`config.mk`:
```
export PLATFORM = sky130hd
export DESIGN_NAME = reorg_address_generator_core_flat
export DESIGN_NICKNAME = d
export VERILOG_FILES = /design/src/hw/rtl/rag_pkg.sv /design/src/hw/rtl/rag_if.sv /design/src/hw/rtl/reorg_address_generator_core.sv /design/src/flat_wrapper.sv
export SDC_FILE = /design/constraint.sdc
export NUM_CORES = 2
export LEC_CHECK = 0
export ABC_CLOCK_PERIOD_IN_PS = 13400
export BUFFER_PORTS_ARGS = -buffer_cell sky130_fd_sc_hd__buf_2
export CAP_MARGIN = 40
export CORE_MARGIN = 4
export CORE_UTILIZATION = 44
export CTS_BUF_LIST = sky130_fd_sc_hd__clkbuf_8 sky130_fd_sc_hd__clkbuf_16
export CTS_CLUSTER_SIZE = 12
export DETAILED_ROUTE_END_ITERATION = 6
export MAX_ROUTING_LAYER = met4
export SLEW_MARGIN = 25
export SYNTH_ARGS = -nofsm -noshare
export SYNTH_HDL_FRONTEND = slang
export SYNTH_SLANG_ARGS = --single-unit
```
`constraint.sdc`:
```
create_clock -name clk_i -period 13.4 [get_ports clk_i]
set_input_delay 0.67 -clock clk_i [delete_from_list [all_inputs] [get_ports clk_i]]
set_output_delay 0.67 -clock clk_i [all_outputs]
set_load 0.02 [all_outputs]
```
`src/hw/rtl/rag_pkg.sv`:
```
// ----------------------------------------------------------------------------
// Reorg address generator package
// Shared constants, register indices and sequencer types for the
// space-to-depth address generator.
// ----------------------------------------------------------------------------
package rag_pkg;

  // Default sizing of the generator.
  localparam int unsigned DefMaxWidth    = 1024;
  localparam int unsigned DefMaxHeight   = 1024;
  localparam int unsigned DefMaxChannels = 4096;
  localparam int unsigned DefMaxBatch    = 64;
  localparam int unsigned DefAddrBits    = 40;

  // Field widths of the configuration registers.
  localparam int unsigned WidthFieldW    = 11;
  localparam int unsigned HeightFieldW   = 11;
  localparam int unsigned ChannelsFieldW = 13;
  localparam int unsigned BatchFieldW    = 7;
  localparam int unsigned StrideFieldW   = 4;

  // Configuration port shape.
  localparam int unsigned CfgIdxW  = 3;
  localparam int unsigned CfgDataW = 13;

  // Stride limits: the stride saturates at eight, so the offset inside a
  // block row needs three bits and a stride value four.
  localparam int unsigned StrideMax = 8;
  localparam int unsigned StrideW   = 4;
  localparam int unsigned BoModW    = 3;

  // Register indices.
  typedef enum logic [CfgIdxW-1:0] {
    REG_WIDTH    = 3'd0,
    REG_HEIGHT   = 3'd1,
    REG_CHANNELS = 3'd2,
    REG_BATCH    = 3'd3,
    REG_STRIDE   = 3'd4,
    REG_FORWARD  = 3'd5
  } cfg_reg_e;

  // States of the sequencer that derives the per-shape constants.
  typedef enum logic [2:0] {
    SEQ_IDLE,
    SEQ_PREP,
    SEQ_DIV,
    SEQ_MUL,
    SEQ_FULL
  } seq_state_e;

  // Control strobes of the sequencer.
  typedef struct packed {
    logic busy;
    logic prep;
    logic div_step;
    logic mul;
    logic full;
  } seq_ctrl_t;

endpackage

```
`src/hw/rtl/rag_if.sv`:
```
// ----------------------------------------------------------------------------
// Reorg address generator channels
// Valid/ready interfaces for the step requests, the address pairs and the
// configuration writes.
// ----------------------------------------------------------------------------

// Step request channel.
interface rag_step_if;
  logic valid;
  logic ready;
  logic restart;

  modport source (output valid, output restart, input ready);
  modport sink (input valid, input restart, output ready);
endinterface

// Address pair channel.
interface rag_addr_if #(
  parameter int unsigned ADDR_BITS = rag_pkg::DefAddrBits
);
  logic                 valid;
  logic                 ready;
  logic [ADDR_BITS-1:0] source_address;
  logic [ADDR_BITS-1:0] dest_address;
  logic                 last;

  modport source (output valid, output source_address, output dest_address, output last,
                  input ready);
  modport sink (input valid, input source_address, input dest_address, input last,
                output ready);
endinterface

// Configuration write channel.
interface rag_cfg_if;
  logic                         valid;
  logic                         ready;
  logic [rag_pkg::CfgIdxW-1:0]  index;
  logic [rag_pkg::CfgDataW-1:0] data;

  modport source (output valid, output index, output data, input ready);
  modport sink (input valid, input index, input data, output ready);
endinterface

```
`src/hw/rtl/reorg_address_generator_core.sv`:
```
// ----------------------------------------------------------------------------
// Reorg address generator core
// Emits one source/destination address pair per step request, walking a
// tensor in linear input order and mapping it through space-to-depth.
// ----------------------------------------------------------------------------
// Usage:
// Each beat on step_i asks for one address pair; restart high begins again at
// the first element, otherwise the walk advances and wraps after the element
// flagged last. Pairs leave on addr_o through an output register, in the cycle
// after the step beat is taken. Throughput is one pair per cycle while step_i
// is ready: the permuted address is kept as running sums, so each step costs
// one adder and a few compares. A stalled receiver holds the pair in the
// output register; a new step is taken in the cycle that the waiting pair
// leaves. Configuration beats on cfg_i are always taken. Each valid write to
// a decoded index returns the walk to the first element and starts a sequencer
// that derives the shape constants: a restoring divide for the output channel
// count, one quotient bit per cycle, and three multiply steps, so step_i
// stays low until the sequencer is back in idle.
// Reset loads every dimension with one and forward mode, clears the walk and
// leaves the output empty.
// ----------------------------------------------------------------------------
module reorg_address_generator_core #(
  parameter int unsigned MAX_WIDTH    = rag_pkg::DefMaxWidth,
  parameter int unsigned MAX_HEIGHT   = rag_pkg::DefMaxHeight,
  parameter int unsigned MAX_CHANNELS = rag_pkg::DefMaxChannels,
  parameter int unsigned MAX_BATCH    = rag_pkg::DefMaxBatch,
  parameter int unsigned ADDR_BITS    = rag_pkg::DefAddrBits
) (
  input logic     clk_i,
  input logic     rst_ni,
  rag_cfg_if.sink cfg_i,
  rag_step_if.sink step_i,
  rag_addr_if.source addr_o
);

  // Widths of the stored dimensions and of the walk counters.
  localparam int unsigned WDimW = $clog2(MAX_WIDTH + 1);
  localparam int unsigned HDimW = $clog2(MAX_HEIGHT + 1);
  localparam int unsigned CDimW = $clog2(MAX_CHANNELS + 1);
  localparam int unsigned BDimW = $clog2(MAX_BATCH + 1);
  localparam int unsigned ColW  = (MAX_WIDTH > 1) ? $clog2(MAX_WIDTH) : 1;
  localparam int unsigned RowW  = (MAX_HEIGHT > 1) ? $clog2(MAX_HEIGHT) : 1;
  localparam int unsigned ChW   = (MAX_CHANNELS > 1) ? $clog2(MAX_CHANNELS) : 1;
  localparam int unsigned ImgW  = (MAX_BATCH > 1) ? $clog2(MAX_BATCH) : 1;
  localparam int unsigned SW    = rag_pkg::StrideW;
  localparam int unsigned SsW   = 2 * SW;
  localparam int unsigned WsW   = WDimW + SW;
  localparam int unsigned HsW   = HDimW + SW;
  localparam int unsigned WssW  = WsW + SW;
  localparam int unsigned WshsW = WsW + HsW;
  localparam int unsigned FullW = WshsW + CDimW;
  localparam int unsigned DCntW = (CDimW > 1) ? $clog2(CDimW) : 1;

  // Configuration registers, saturated on write.
  logic [WDimW-1:0] w_q;
  logic [HDimW-1:0] h_q;
  logic [CDimW-1:0] c_q;
  logic [BDimW-1:0] b_q;
  logic [SW-1:0]    s_q;
  logic             fwd_q;

  // Derived shape constants.
  logic [SsW-1:0]       ss_q;
  logic [WsW-1:0]       ws_q;
  logic [HsW-1:0]       hs_q;
  logic [WssW-1:0]      wss_q;
  logic [WshsW-1:0]     wshs_q;
  logic [CDimW-1:0]     oc_q;
  logic [ADDR_BITS-1:0] full_q;
  logic [ADDR_BITS-1:0] ws_adj_q;

  // Divider state.
  logic [CDimW-1:0] div_q;
  logic [SsW-1:0]   rem_q;
  logic [DCntW-1:0] dcnt_q;
  logic [SsW-1:0]   trial;
  logic             trial_ge;

  // Sequencer.
  rag_pkg::seq_state_e state_q, state_d;
  rag_pkg::seq_ctrl_t  ctrl;

  // Walk position and running addresses.
  logic [ColW-1:0]            col_q, col_d, cur_col;
  logic [RowW-1:0]            row_q, row_d, cur_row;
  logic [ChW-1:0]             ch_q, ch_d, cur_ch;
  logic [ImgW-1:0]            img_q, img_d, cur_img;
  logic [ChW-1:0]             ocr_q, ocr_d, cur_ocr;
  logic [rag_pkg::BoModW-1:0] bom_q, bom_d, cur_bom;
  logic [ADDR_BITS-1:0]       lin_q, lin_d, cur_lin;
  logic [ADDR_BITS-1:0]       perm_q, perm_d, cur_perm;
  logic [ADDR_BITS-1:0]       rs_q, rs_d, cur_rs;
  logic [ADDR_BITS-1:0]       cs_q, cs_d, cur_cs;
  logic [ADDR_BITS-1:0]       grp_q, grp_d, cur_grp;
  logic [ADDR_BITS-1:0]       ib_q, ib_d, cur_ib;

  // End-of-dimension flags of the current element.
  logic col_end, row_end, ch_end, img_end, ocr_end, bo_end, is_last;

  // Output register.
  logic                 out_valid_q;
  logic [ADDR_BITS-1:0] out_src_q;
  logic [ADDR_BITS-1:0] out_dst_q;
  logic                 out_last_q;

  // Handshakes.
  logic cfg_we;
  logic cfg_hit;
  logic step_acc;

  // Saturated configuration values.
  logic [rag_pkg::WidthFieldW-1:0]    wv;
  logic [rag_pkg::HeightFieldW-1:0]   hv;
  logic [rag_pkg::ChannelsFieldW-1:0] cv;
  logic [rag_pkg::BatchFieldW-1:0]    bv;
  logic [rag_pkg::StrideFieldW-1:0]   sv;
  logic [WDimW-1:0] w_sat;
  logic [HDimW-1:0] h_sat;
  logic [CDimW-1:0] c_sat;
  logic [BDimW-1:0] b_sat;
  logic [SW-1:0]    s_sat;

  // Handshake decode.
  assign cfg_i.ready  = 1'b1;
  assign cfg_we       = cfg_i.valid;
  assign step_i.ready = !ctrl.busy && !cfg_i.valid && (!out_valid_q || addr_o.ready);
  assign step_acc     = step_i.valid && step_i.ready;

  // Field extraction and saturation of a configuration write.
  always_comb begin
    wv = cfg_i.data[rag_pkg::WidthFieldW-1:0];
    hv = cfg_i.data[rag_pkg::HeightFieldW-1:0];
    cv = cfg_i.data[rag_pkg::ChannelsFieldW-1:0];
    bv = cfg_i.data[rag_pkg::BatchFieldW-1:0];
    sv = cfg_i.data[rag_pkg::StrideFieldW-1:0];
    w_sat = (wv == '0) ? WDimW'(1) :
            (32'(wv) > 32'(MAX_WIDTH)) ? WDimW'(MAX_WIDTH) : WDimW'(wv);
    h_sat = (hv == '0) ? HDimW'(1) :
            (32'(hv) > 32'(MAX_HEIGHT)) ? HDimW'(MAX_HEIGHT) : HDimW'(hv);
    c_sat = (cv == '0) ? CDimW'(1) :
            (32'(cv) > 32'(MAX_CHANNELS)) ? CDimW'(MAX_CHANNELS) : CDimW'(cv);
    b_sat = (bv == '0) ? BDimW'(1) :
            (32'(bv) > 32'(MAX_BATCH)) ? BDimW'(MAX_BATCH) : BDimW'(bv);
    s_sat = (sv == '0) ? SW'(1) :
            (32'(sv) > 32'(rag_pkg::StrideMax)) ? SW'(rag_pkg::StrideMax) : SW'(sv);
  end

  // Index decode: unknown indices are ignored altogether.
  always_comb begin
    unique case (cfg_i.index)
      rag_pkg::REG_WIDTH,
      rag_pkg::REG_HEIGHT,
      rag_pkg::REG_CHANNELS,
      rag_pkg::REG_BATCH,
      rag_pkg::REG_STRIDE,
      rag_pkg::REG_FORWARD: cfg_hit = cfg_we;
      default:              cfg_hit = 1'b0;
    endcase
  end

  // Configuration registers.
  always_ff @(posedge clk_i or negedge rst_ni) begin
    if (!rst_ni) begin
      w_q   <= WDimW'(1);
      h_q   <= HDimW'(1);
      c_q   <= CDimW'(1);
      b_q   <= BDimW'(1);
      s_q   <= SW'(1);
      fwd_q <= 1'b1;
    end else if (cfg_we) begin
      unique case (cfg_i.index)
        rag_pkg::REG_WIDTH:    w_q   <= w_sat;
        rag_pkg::REG_HEIGHT:   h_q   <= h_sat;
        rag_pkg::REG_CHANNELS: c_q   <= c_sat;
        rag_pkg::REG_BATCH:    b_q   <= b_sat;
        rag_pkg::REG_STRIDE:   s_q   <= s_sat;
        rag_pkg::REG_FORWARD:  fwd_q <= cfg_i.data[0];
        default: begin
        end
      endcase
    end
  end

  // Sequencer next state; a new write to a decoded index always starts it over.
  always_comb begin
    state_d = state_q;
    unique case (state_q)
      rag_pkg::SEQ_IDLE: state_d = rag_pkg::SEQ_IDLE;
      rag_pkg::SEQ_PREP: state_d = rag_pkg::SEQ_DIV;
      rag_pkg::SEQ_DIV:  state_d = (dcnt_q == '0) ? rag_pkg::SEQ_MUL : rag_pkg::SEQ_DIV;
      rag_pkg::SEQ_MUL:  state_d = rag_pkg::SEQ_FULL;
      rag_pkg::SEQ_FULL: state_d = rag_pkg::SEQ_IDLE;
      default:           state_d = rag_pkg::SEQ_IDLE;
    endcase
    if (cfg_hit) begin
      state_d = rag_pkg::SEQ_PREP;
    end
  end

  // Sequencer strobes.
  always_comb begin
    ctrl          = '0;
    ctrl.busy     = (state_q != rag_pkg::SEQ_IDLE);
    ctrl.prep     = (state_q == rag_pkg::SEQ_PREP);
    ctrl.div_step = (state_q == rag_pkg::SEQ_DIV);
    ctrl.mul      = (state_q == rag_pkg::SEQ_MUL);
    ctrl.full     = (state_q == rag_pkg::SEQ_FULL);
  end

  always_ff @(posedge clk_i or negedge rst_ni) begin
    if (!rst_ni) begin
      state_q <= rag_pkg::SEQ_IDLE;
    end else begin
      state_q <= state_d;
    end
  end

  // One restoring divide step: bring down the next dividend bit.
  assign trial    = {rem_q[SsW-2:0], div_q[CDimW-1]};
  assign trial_ge = (trial >= ss_q);

  // Shape constants: stride products, output channel count and plane sizes.
  always_ff @(posedge clk_i or negedge rst_ni) begin
    if (!rst_ni) begin
      ss_q     <= SsW'(1);
      ws_q     <= WsW'(1);
      hs_q     <= HsW'(1);
      wss_q    <= WssW'(1);
      wshs_q   <= WshsW'(1);
      oc_q     <= CDimW'(1);
      full_q   <= ADDR_BITS'(1);
      ws_adj_q <= ADDR_BITS'(1);
      div_q    <= '0;
      rem_q    <= '0;
      dcnt_q   <= '0;
    end else begin
      if (ctrl.prep) begin
        ss_q   <= SsW'(s_q) * SsW'(s_q);
        ws_q   <= WsW'(w_q) * WsW'(s_q);
        hs_q   <= HsW'(h_q) * HsW'(s_q);
        div_q  <= c_q;
        rem_q  <= '0;
        dcnt_q <= DCntW'(CDimW - 1);
      end
      if (ctrl.div_step) begin
        rem_q  <= trial_ge ? (trial - ss_q) : trial;
        div_q  <= (div_q << 1) | CDimW'(trial_ge);
        dcnt_q <= dcnt_q - DCntW'(1);
      end
      if (ctrl.mul) begin
        oc_q     <= (div_q == '0) ? CDimW'(1) : div_q;
        wss_q    <= WssW'(ws_q) * WssW'(s_q);
        wshs_q   <= WshsW'(ws_q) * WshsW'(hs_q);
        ws_adj_q <= ADDR_BITS'(ws_q) - ADDR_BITS'(s_q) + ADDR_BITS'(1);
      end
      if (ctrl.full) begin
        full_q <= ADDR_BITS'(FullW'(wshs_q) * FullW'(oc_q));
      end
    end
  end

  // Current element: the stored position, or the first element on restart.
  always_comb begin
    if (step_i.restart) begin
      cur_col  = '0;
      cur_row  = '0;
      cur_ch   = '0;
      cur_img  = '0;
      cur_ocr  = '0;
      cur_bom  = '0;
      cur_lin  = '0;
      cur_perm = '0;
      cur_rs   = '0;
      cur_cs   = '0;
      cur_grp  = '0;
      cur_ib   = '0;
    end else begin
      cur_col  = col_q;
      cur_row  = row_q;
      cur_ch   = ch_q;
      cur_img  = img_q;
      cur_ocr  = ocr_q;
      cur_bom  = bom_q;
      cur_lin  = lin_q;
      cur_perm = perm_q;
      cur_rs   = rs_q;
      cur_cs   = cs_q;
      cur_grp  = grp_q;
      cur_ib   = ib_q;
    end
  end

  // End flags of the current element.
  assign col_end = (WDimW'(cur_col) + WDimW'(1) == w_q);
  assign row_end = (HDimW'(cur_row) + HDimW'(1) == h_q);
  assign ch_end  = (CDimW'(cur_ch) + CDimW'(1) == c_q);
  assign img_end = (BDimW'(cur_img) + BDimW'(1) == b_q);
  assign ocr_end = (CDimW'(cur_ocr) + CDimW'(1) == oc_q);
  assign bo_end  = (SW'(cur_bom) + SW'(1) == s_q);
  assign is_last = col_end && row_end && ch_end && img_end;

  // Advance to the next element. The permuted address is tracked through the
  // starts of the current row, channel, channel group and image, so each
  // case needs only one addition.
  always_comb begin
    col_d  = cur_col;
    row_d  = cur_row;
    ch_d   = cur_ch;
    img_d  = cur_img;
    ocr_d  = cur_ocr;
    bom_d  = cur_bom;
    perm_d = cur_perm;
    rs_d   = cur_rs;
    cs_d   = cur_cs;
    grp_d  = cur_grp;
    ib_d   = cur_ib;
    lin_d  = is_last ? '0 : (cur_lin + ADDR_BITS'(1));
    priority if (!col_end) begin
      col_d  = cur_col + ColW'(1);
      perm_d = cur_perm + ADDR_BITS'(s_q);
    end else if (!row_end) begin
      col_d  = '0;
      row_d  = cur_row + RowW'(1);
      rs_d   = cur_rs + ADDR_BITS'(wss_q);
      perm_d = rs_d;
    end else if (!ch_end) begin
      col_d = '0;
      row_d = '0;
      ch_d  = cur_ch + ChW'(1);
      if (!ocr_end) begin
        ocr_d = cur_ocr + ChW'(1);
        cs_d  = cur_cs + ADDR_BITS'(wshs_q);
      end else begin
        // Channel group wraps: step the block offset, carrying into the
        // row part of the offset when the column part wraps.
        ocr_d = '0;
        bom_d = bo_end ? '0 : (cur_bom + rag_pkg::BoModW'(1));
        grp_d = cur_grp + (bo_end ? ws_adj_q : ADDR_BITS'(1));
        cs_d  = grp_d;
      end
      rs_d   = cs_d;
      perm_d = cs_d;
    end else begin
      col_d  = '0;
      row_d  = '0;
      ch_d   = '0;
      ocr_d  = '0;
      bom_d  = '0;
      img_d  = img_end ? '0 : (cur_img + ImgW'(1));
      ib_d   = img_end ? '0 : (cur_ib + full_q);
      grp_d  = ib_d;
      cs_d   = ib_d;
      rs_d   = ib_d;
      perm_d = ib_d;
    end
  end

  // Walk position; a valid write to a decoded index returns it to the start.
  always_ff @(posedge clk_i or negedge rst_ni) begin
    if (!rst_ni) begin
      col_q  <= '0;
      row_q  <= '0;
      ch_q   <= '0;
      img_q  <= '0;
      ocr_q  <= '0;
      bom_q  <= '0;
      lin_q  <= '0;
      perm_q <= '0;
      rs_q   <= '0;
      cs_q   <= '0;
      grp_q  <= '0;
      ib_q   <= '0;
    end else if (cfg_hit) begin
      col_q  <= '0;
      row_q  <= '0;
      ch_q   <= '0;
      img_q  <= '0;
      ocr_q  <= '0;
      bom_q  <= '0;
      lin_q  <= '0;
      perm_q <= '0;
      rs_q   <= '0;
      cs_q   <= '0;
      grp_q  <= '0;
      ib_q   <= '0;
    end else if (step_acc) begin
      col_q  <= col_d;
      row_q  <= row_d;
      ch_q   <= ch_d;
      img_q  <= img_d;
      ocr_q  <= ocr_d;
      bom_q  <= bom_d;
      lin_q  <= lin_d;
      perm_q <= perm_d;
      rs_q   <= rs_d;
      cs_q   <= cs_d;
      grp_q  <= grp_d;
      ib_q   <= ib_d;
    end
  end

  // Output valid flag.
  always_ff @(posedge clk_i or negedge rst_ni) begin
    if (!rst_ni) begin
      out_valid_q <= 1'b0;
    end else begin
      out_valid_q <= step_acc || (out_valid_q && !addr_o.ready);
    end
  end

  // Output payload: forward mode reads linear and writes permuted.
  always_ff @(posedge clk_i) begin
    if (step_acc) begin
      out_src_q  <= fwd_q ? cur_lin : cur_perm;
      out_dst_q  <= fwd_q ? cur_perm : cur_lin;
      out_last_q <= is_last;
    end
  end

  assign addr_o.valid          = out_valid_q;
  assign addr_o.source_address = out_src_q;
  assign addr_o.dest_address   = out_dst_q;
  assign addr_o.last           = out_last_q;

endmodule

```
`src/flat_wrapper.sv`:
```
// flat-port wrapper written by rule: the top's interface ports become plain ports
module reorg_address_generator_core_flat 
#(
  parameter int unsigned MAX_WIDTH    = rag_pkg::DefMaxWidth,
  parameter int unsigned MAX_HEIGHT   = rag_pkg::DefMaxHeight,
  parameter int unsigned MAX_CHANNELS = rag_pkg::DefMaxChannels,
  parameter int unsigned MAX_BATCH    = rag_pkg::DefMaxBatch,
  parameter int unsigned ADDR_BITS    = rag_pkg::DefAddrBits
)
  (clk_i, rst_ni, cfg_i_valid, cfg_i_index, cfg_i_data, cfg_i_ready, step_i_valid, step_i_restart, step_i_ready, addr_o_valid, addr_o_source_address, addr_o_dest_address, addr_o_last, addr_o_ready);
  rag_cfg_if cfg_i_i ();
  rag_step_if step_i_i ();
  rag_addr_if #(.ADDR_BITS(ADDR_BITS)) addr_o_i ();
  input logic clk_i;
  input logic rst_ni;
  input wire logic [$bits(cfg_i_i.valid)-1:0] cfg_i_valid;
  input wire logic [$bits(cfg_i_i.index)-1:0] cfg_i_index;
  input wire logic [$bits(cfg_i_i.data)-1:0] cfg_i_data;
  output wire logic [$bits(cfg_i_i.ready)-1:0] cfg_i_ready;
  input wire logic [$bits(step_i_i.valid)-1:0] step_i_valid;
  input wire logic [$bits(step_i_i.restart)-1:0] step_i_restart;
  output wire logic [$bits(step_i_i.ready)-1:0] step_i_ready;
  output wire logic [$bits(addr_o_i.valid)-1:0] addr_o_valid;
  output wire logic [$bits(addr_o_i.source_address)-1:0] addr_o_source_address;
  output wire logic [$bits(addr_o_i.dest_address)-1:0] addr_o_dest_address;
  output wire logic [$bits(addr_o_i.last)-1:0] addr_o_last;
  input wire logic [$bits(addr_o_i.ready)-1:0] addr_o_ready;
  assign cfg_i_i.valid = cfg_i_valid;
  assign cfg_i_i.index = cfg_i_index;
  assign cfg_i_i.data = cfg_i_data;
  assign cfg_i_ready = cfg_i_i.ready;
  assign step_i_i.valid = step_i_valid;
  assign step_i_i.restart = step_i_restart;
  assign step_i_ready = step_i_i.ready;
  assign addr_o_valid = addr_o_i.valid;
  assign addr_o_source_address = addr_o_i.source_address;
  assign addr_o_dest_address = addr_o_i.dest_address;
  assign addr_o_last = addr_o_i.last;
  assign addr_o_i.ready = addr_o_ready;
  reorg_address_generator_core #(.MAX_WIDTH(MAX_WIDTH), .MAX_HEIGHT(MAX_HEIGHT), .MAX_CHANNELS(MAX_CHANNELS), .MAX_BATCH(MAX_BATCH), .ADDR_BITS(ADDR_BITS)) u_core (.clk_i(clk_i), .rst_ni(rst_ni), .cfg_i(cfg_i_i), .step_i(step_i_i), .addr_o(addr_o_i));
endmodule
```
## Word-level counts from Yosys, hierarchy flattened

Cells that the tools add are included.
Widths: inputs -> output; s select.

| operators by class | value |
|---|---|
| $mul | 6 |
| mux-type cells | 94 |
| bitwise operators | 1 |
| reduce and logical (&&, ||, !) cells | 30 |
| eq/ne operators | 15 |
| $add $sub $neg | 22 |
| $lt $le $gt $ge | 5 |

Operators with widths:

| cell | count |
|---|---|
| $mux 40 | 37 |
| $mux 12 | 13 |
| $mux 10 | 9 |
| $add 40x1->40 const B | 2 |
| $add 40x40->40 | 2 |
| $mux 13 | 5 |
| $mux 6 | 7 |
| $add 40x19->40 | 1 |
| $add 40x30->40 | 1 |
| $add 40x4->40 | 1 |
| $mul 30x13->40 | 1 |
| $mux 7 | 5 |
| $mul 11x4->15 | 2 |
| $mul 15x15->30 | 1 |
| $mux 3 | 9 |
| $add 12x1->13 const B | 2 |
| $eq 13x13->1 | 2 |
| $logic_not 13->1 | 2 |
| $add 12x1->12 const B | 2 |
| $add 10x1->11 const B | 2 |
| $eq 11x11->1 | 2 |
| $mux 11 | 2 |
| $add 10x1->10 const B | 2 |
| $mul 15x4->19 | 1 |
| other kinds (33) | 60 |

| word-level totals | value |
|---|---|
| output and inout port bits | 84 |
| register bits | 629 |
| input port bits | 22 |
| logic and storage cells | 207 |

## Depth between registers and ports, before layout

| logic depth | value |
|---|---|
| depth after elaboration | 11 |
| mapped depth | 34 |
| gate-level depth less buffers | 26 |

## Worst setup path after synthesis

No wires, ideal clock.

| path | value |
|---|---|
| kind | input-to-reg |
| start point | input port step_i_restart |
| end point | register u_core.perm_q[30] |
| required time | 13,317 ps |
| data arrival time | 7,463 ps |
| setup time | 83 ps |
| cell stages on the path | 32 |
| setup slack | 5,855 ps |
| path through | buf_2 -> buf_4 -> buf_4 -> buf_6 -> buf_2 -> buf_2 -> buf_2 -> clkbuf_1 -> clkbuf_1 -> clkbuf_1 -> clkbuf_1 -> clkbuf_1 -> nor2b_1 -> ha_1 -> xnor2_1 -> xnor2_1 -> nor3_1 -> clkbuf_1 -> clkbuf_1 -> and2_1 -> ha_1 -> a21oi_1 -> o21ai_0 -> a2111oi_0 -> nor3b_1 -> or4_1 -> a41oi_1 -> xnor2_1 -> o21ai_1 -> nand3b_1 -> o31a_1 -> o22ai_1 |

| between the ends | value |
|---|---|
| longest elaborated chain between the ends | 11 |
| elaborated cells on any way between the ends | 36 |
| classes of those cells | add/sub: 11; eq/ne: 6; mux: 19 |

Ends and longest elaborated chain:

| element | RTL line | source |
|---|---|---|
| start: declaration | flat_wrapper.sv:21 | `input wire logic [$bits(step_i_i.restart)-1:0] step_i_restart;` |
| $mux 3 | reorg_address_generator_core.sv:264 | `if (step_i.restart) begin` |
| $add 3x1->4 | reorg_address_generator_core.sv:299 | `assign bo_end = (SW'(cur_bom) + SW'(1) == s_q);` |
| $eq 4x4->1 | reorg_address_generator_core.sv:299 |  |
| $mux 40 | reorg_address_generator_core.sv:338 | `grp_d = cur_grp + (bo_end ? ws_adj_q : ADDR_BITS'(1));` |
| $add 40x40->40 | reorg_address_generator_core.sv:338 |  |
| $mux 40 | reorg_address_generator_core.sv:330 | `if (!ocr_end) begin` |
| $mux 40 | reorg_address_generator_core.sv:326 | `end else if (!ch_end) begin` |
| $mux 40 | reorg_address_generator_core.sv:321 | `end else if (!row_end) begin` |
| $mux 40 (*) | reorg_address_generator_core.sv:318 | `priority if (!col_end) begin` |
| $mux 40 (*) | reorg_address_generator_core.sv:386 | `end else if (step_acc) begin` |
| $mux 40 (*) | reorg_address_generator_core.sv:373 | `end else if (cfg_hit) begin` |
| end signal: assignment | reorg_address_generator_core.sv:394 | `perm_q <= perm_d;` |
| end: declaration | reorg_address_generator_core.sv:91 | `logic [ADDR_BITS-1:0] perm_q, perm_d, cur_perm;` |

Mark *: on every way between the ends. The rest lies on a longest branch, timed or not. The select of a mux whose other input is x is not followed.
A chain may end at the register's enable or synchronous reset.

## Worst setup path in the final report

| path | value |
|---|---|
| start point | register u_core.ws_q[10] |
| end point | register u_core.wshs_q[29] |

| between the ends | value |
|---|---|
| longest elaborated chain between the ends | 1 |

Ends and longest elaborated chain:

| element | RTL line | source |
|---|---|---|
| start: declaration | reorg_address_generator_core.sv:64 | `logic [WsW-1:0] ws_q;` |
| start signal: assignment | reorg_address_generator_core.sv:226 | `ws_q <= WsW'(1);` |
| start signal: assignment | reorg_address_generator_core.sv:239 | `ws_q <= WsW'(w_q) * WsW'(s_q);` |
| $mul 15x15->30 | reorg_address_generator_core.sv:253 | `wshs_q <= WshsW'(ws_q) * WshsW'(hs_q);` |
| end signal: assignment | reorg_address_generator_core.sv:229 | `wshs_q <= WshsW'(1);` |
| end signal: assignment | reorg_address_generator_core.sv:253 |  |
| end: declaration | reorg_address_generator_core.sv:67 | `logic [WshsW-1:0] wshs_q;` |

No other way between the ends.

==> results.json <==
{
  "run_status": "finished, violations left",
  "violations": "design-rule violations, negative hold slack",
  "final_util_pct": 48.23,
  "clockRootBuffer": "clkbuf_16",
  "cts_buffers": 80,
  "ios": 106,
  "track_usage_pct": 28.27,
  "detailedRoute.firstPassIterationCount": 7,
  "crit_end": "u_core.wshs_q[29]",
  "post-cts-setup-buffer-count": 0,
  "synth_cells": 7489,
  "worst_pin_slew_ns": 0.9431,
  "first_global_vias": 53060,
  "synthArstFlopShare_pct": 87.08,
  "drive_above_1_share_pct": 6.714,
  "initial_core_util_pct": 44.37,
  "initialDrtViolationCount": 4712,
  "viasPerCell": 5.786,
  "crit_path_start": "u_core.ws_q[10]",
  "critPathArrivalTime_ns": 7.82,
  "seq_area_frac_synth_pct": 25.25,
  "rr_startpoint": "u_core.ws_q[10]",
  "fin_crit_ns": 7.282,
  "grt_pass1_wl_um": 323500,
  "peakVddDrop_mv": 0.1564,
  "setup_slack_ns": 6.118,
  "finalNonFillerCells": 9385,
  "hold_path_class": "in -> async",
  "clock-sinks": 627,
  "synth_top_area_share_pct": 20.86,
  "synth_area_leaders": "dfrtp_1 (21%), fa_1 (17%), ha_1 (7.7%)",
  "slew_violations": 0,
  "ctsHoldBuffers": 0,
  "reg2reg_to": "u_core.wshs_q[29]",
  "totalWireLength_um": 210200,
  "post_cts_resized": 0,
  "avgSynthCellArea_um2": 8.521,
  "synth_top_area_cell": "dfrtp_1",
  "clkLatencyLatePin_ns": 0.70,
  "power.density_nw_per_um2": 146.4,
  "antenna_found_initial": 7,
  "drc": 1,
  "leakagePower_uw": 0.03306,
  "totalNegativeSetupSlack_ns": 0,
  "fp.dieH_um": 388.8,
  "worst_setup_path_end_kind": "register",
  "whs_ns": -0.01425,
  "grt_max_degree": 162,
  "final_antenna_net_count": 0,
  "vias": 54310,
  "rows": 139,
  "cts.clk_slew.worst_paths_ns": 0.06,
  "cp.required_ns": 13.94,
  "area.growth.synth_to_final_pct": 8.713,
  "synth_edf_count": 81,
  "crit_type": "reg -> reg",
  "maxCapViolations": 0,
  "hold_violations": 3,
  "skew_ns": 0.03372,
  "max_freq_mhz": 137.3,
  "fp.dieW_um": 388.8,
  "overflow": 0,
  "gp_congestion": 0.9649,
  "synth_seq_cells": 627,
  "setup_viol": 0,
  "htree_num_levels": 3,
  "ys.flop_type": "dfrtp_1",
  "slew_headroom_pct": 37.12,
  "placedCellCount": 9216,
  "synth_area_um2": 63810,
  "post-place-ws_ns": 6.164,
  "core_area_um2": 143800,
  "r2r_cells": 26,
  "die_area_um2": 151200,
  "wire_per_inst_um": 22.40,
  "hpwl_um": 155900,
  "reg2reg_slack_ns": 6.12,
  "port_buffers": 104,
  "crit_fanout": 24,
  "clk_path_buf_depth": 3,
  "ys_types": 97,
  "finalNetCount": 8368,
  "critPathLaunchType": "register",
  "fin_crit_sh_pct": 54.34,
  "synth_nets": 8445,
  "rsz0062_at_grt": "false",
  "cts_tree": "done",
  "ys_warn_count": 0
}
==> worst min path at each step <==
stage,startpoint,endpoint,slack (ns),cells past startpoint
after CTS,rst_ni,u_core.full_q[23],0.04,1
after floorplan,rst_ni,u_core.addr_o.valid,0.37,0
after global routing,rst_ni,u_core.full_q[23],0.05,1
final,rst_ni,u_core.full_q[23],-0.01,1
after detailed placement,u_core.cs_q[17],u_core.cs_q[17],0.45,2
after global placement,u_core.grp_q[34],u_core.grp_q[34],0.44,2
==> layout by cell type (no fill, tap or decap), types with 66 or more instances in the layout <==
cell type  count
xnor2_1      195
a21o_1       146
nand2b_1      66
edfxtp_1      81
buf_4        104
dfrtp_1      532
and2_1       399
inv_1        748
fa_1         542
nor2_1       354
mux2i_1      101
ha_1         392
o21ai_0      615
nand2_1     1125
buf_2        104
clkbuf_16     81
xor2_1       131
nor3_1        98
nor2b_1      197
nand3_1      144
a21oi_1      312
==> report_power, final <==
group / switching, uW / leakage [uW] / internal, uW
clock: 939 / 0.00141 / 1350
combinational: 3290 / 0.0235 / 1900
sequential: 494 / 0.00818 / 2180
total: 4730 / 0.0331 / 5430
==> layer usage <==
layer | up-vias | GRT usage (%) | part of all wire (%)
li1 | 24940 | - | -
met1 | 27170 | 39.15 | 45
met2 | 1825 | 42.78 | 45
met3 | 377 | 3.907 | 6.6
met4 | 0 | 9.728 | 3.9
met5 | - | - | 0
==> state kept, by name, summed over array words and instances, names as in the netlist, 11 cells and up <==
name,cells
u_core.ocr_q,12
u_core.addr_o.dest_address,40
u_core.wss_q,19
u_core.full_q,40
u_core.c_q,13
u_core.addr_o.source_address,40
u_core.oc_q,13
u_core.hs_q,15
u_core.ch_q,12
u_core.grp_q,40
u_core.div_q,13
u_core.ws_adj_q,39
u_core.w_q,11
u_core.perm_q,40
u_core.rs_q,40
u_core.wshs_q,30
u_core.h_q,11
u_core.ib_q,40
u_core.cs_q,40
u_core.ws_q,15
u_core.lin_q,40
==> area by class of cell <==
type | instances | area [um2]
clock buffers | 94 | 2206
diodes | 5 | 12.51
repair buffers | 243 | 1928
flip-flops and latches | 627 | 16120
clock inverters | 53 | 546.8
well taps | 1903 | 2381
inverters | 735 | 2764
fillers | 13710 | 74450
multi-input cells | 5725 | 43420
==> stage by stage <==
step                      power, uW  instance area (um2)
after floorplan                5964                63820
after global placement         7716                66010
after detailed placement       7825                66310
after CTS                     10150                69060
after global routing          10910                69370
final                         10160                69380
==> Yosys cell counts, types with 55 or more instances <==
cell	count
xnor2_1	195
nand3_1	144
ha_1	392
nand2_1	1129
nor2_1	358
and3_1	62
fa_1	542
clkbuf_1	353
inv_1	732
a21oi_1	314
o21ai_0	616
a21o_1	146
nor3_1	100
nand4_1	55
edfxtp_1	81
nand2b_1	66
mux2i_1	101
nor2b_1	198
dfrtp_1	532
and2_1	399
xor2_1	131
==> worst max-delay path: stages, from the launching register on <==
cell	delay (ns)
dfrtp_1	0.68
and2_1	0.31
fa_1	0.53
inv_1	0.05
fa_1	0.54
inv_1	0.06
fa_1	0.51
inv_1	0.06
fa_1	0.53
inv_1	0.05
fa_1	0.47
inv_1	0.05
fa_1	0.47
inv_1	0.04
ha_1	0.34
and3_1	0.19
a22o_1	0.20
a31o_2	0.24
o221ai_1	0.26
a221oi_1	0.18
nor3_1	0.38
nor3_1	0.14
nor4_1	0.35
o31ai_1	0.11
a21oi_1	0.19
xnor2_1	0.13
o21ai_0	0.08
==> logic make-up after synthesis <==
| logic type | synth area share, % |
|---|---|
| flops | 25.25 |
| fa+ha+maj | 24.69 |
| mux | 2.378 |
| simple gates | 20.78 |
| xor+xnor | 4.582 |
| compound gates | 15.52 |
| buf+inv | 6.800 |
| other cells | 0.005876 |
No activity file was read; power rests on OpenSTA's default activity.
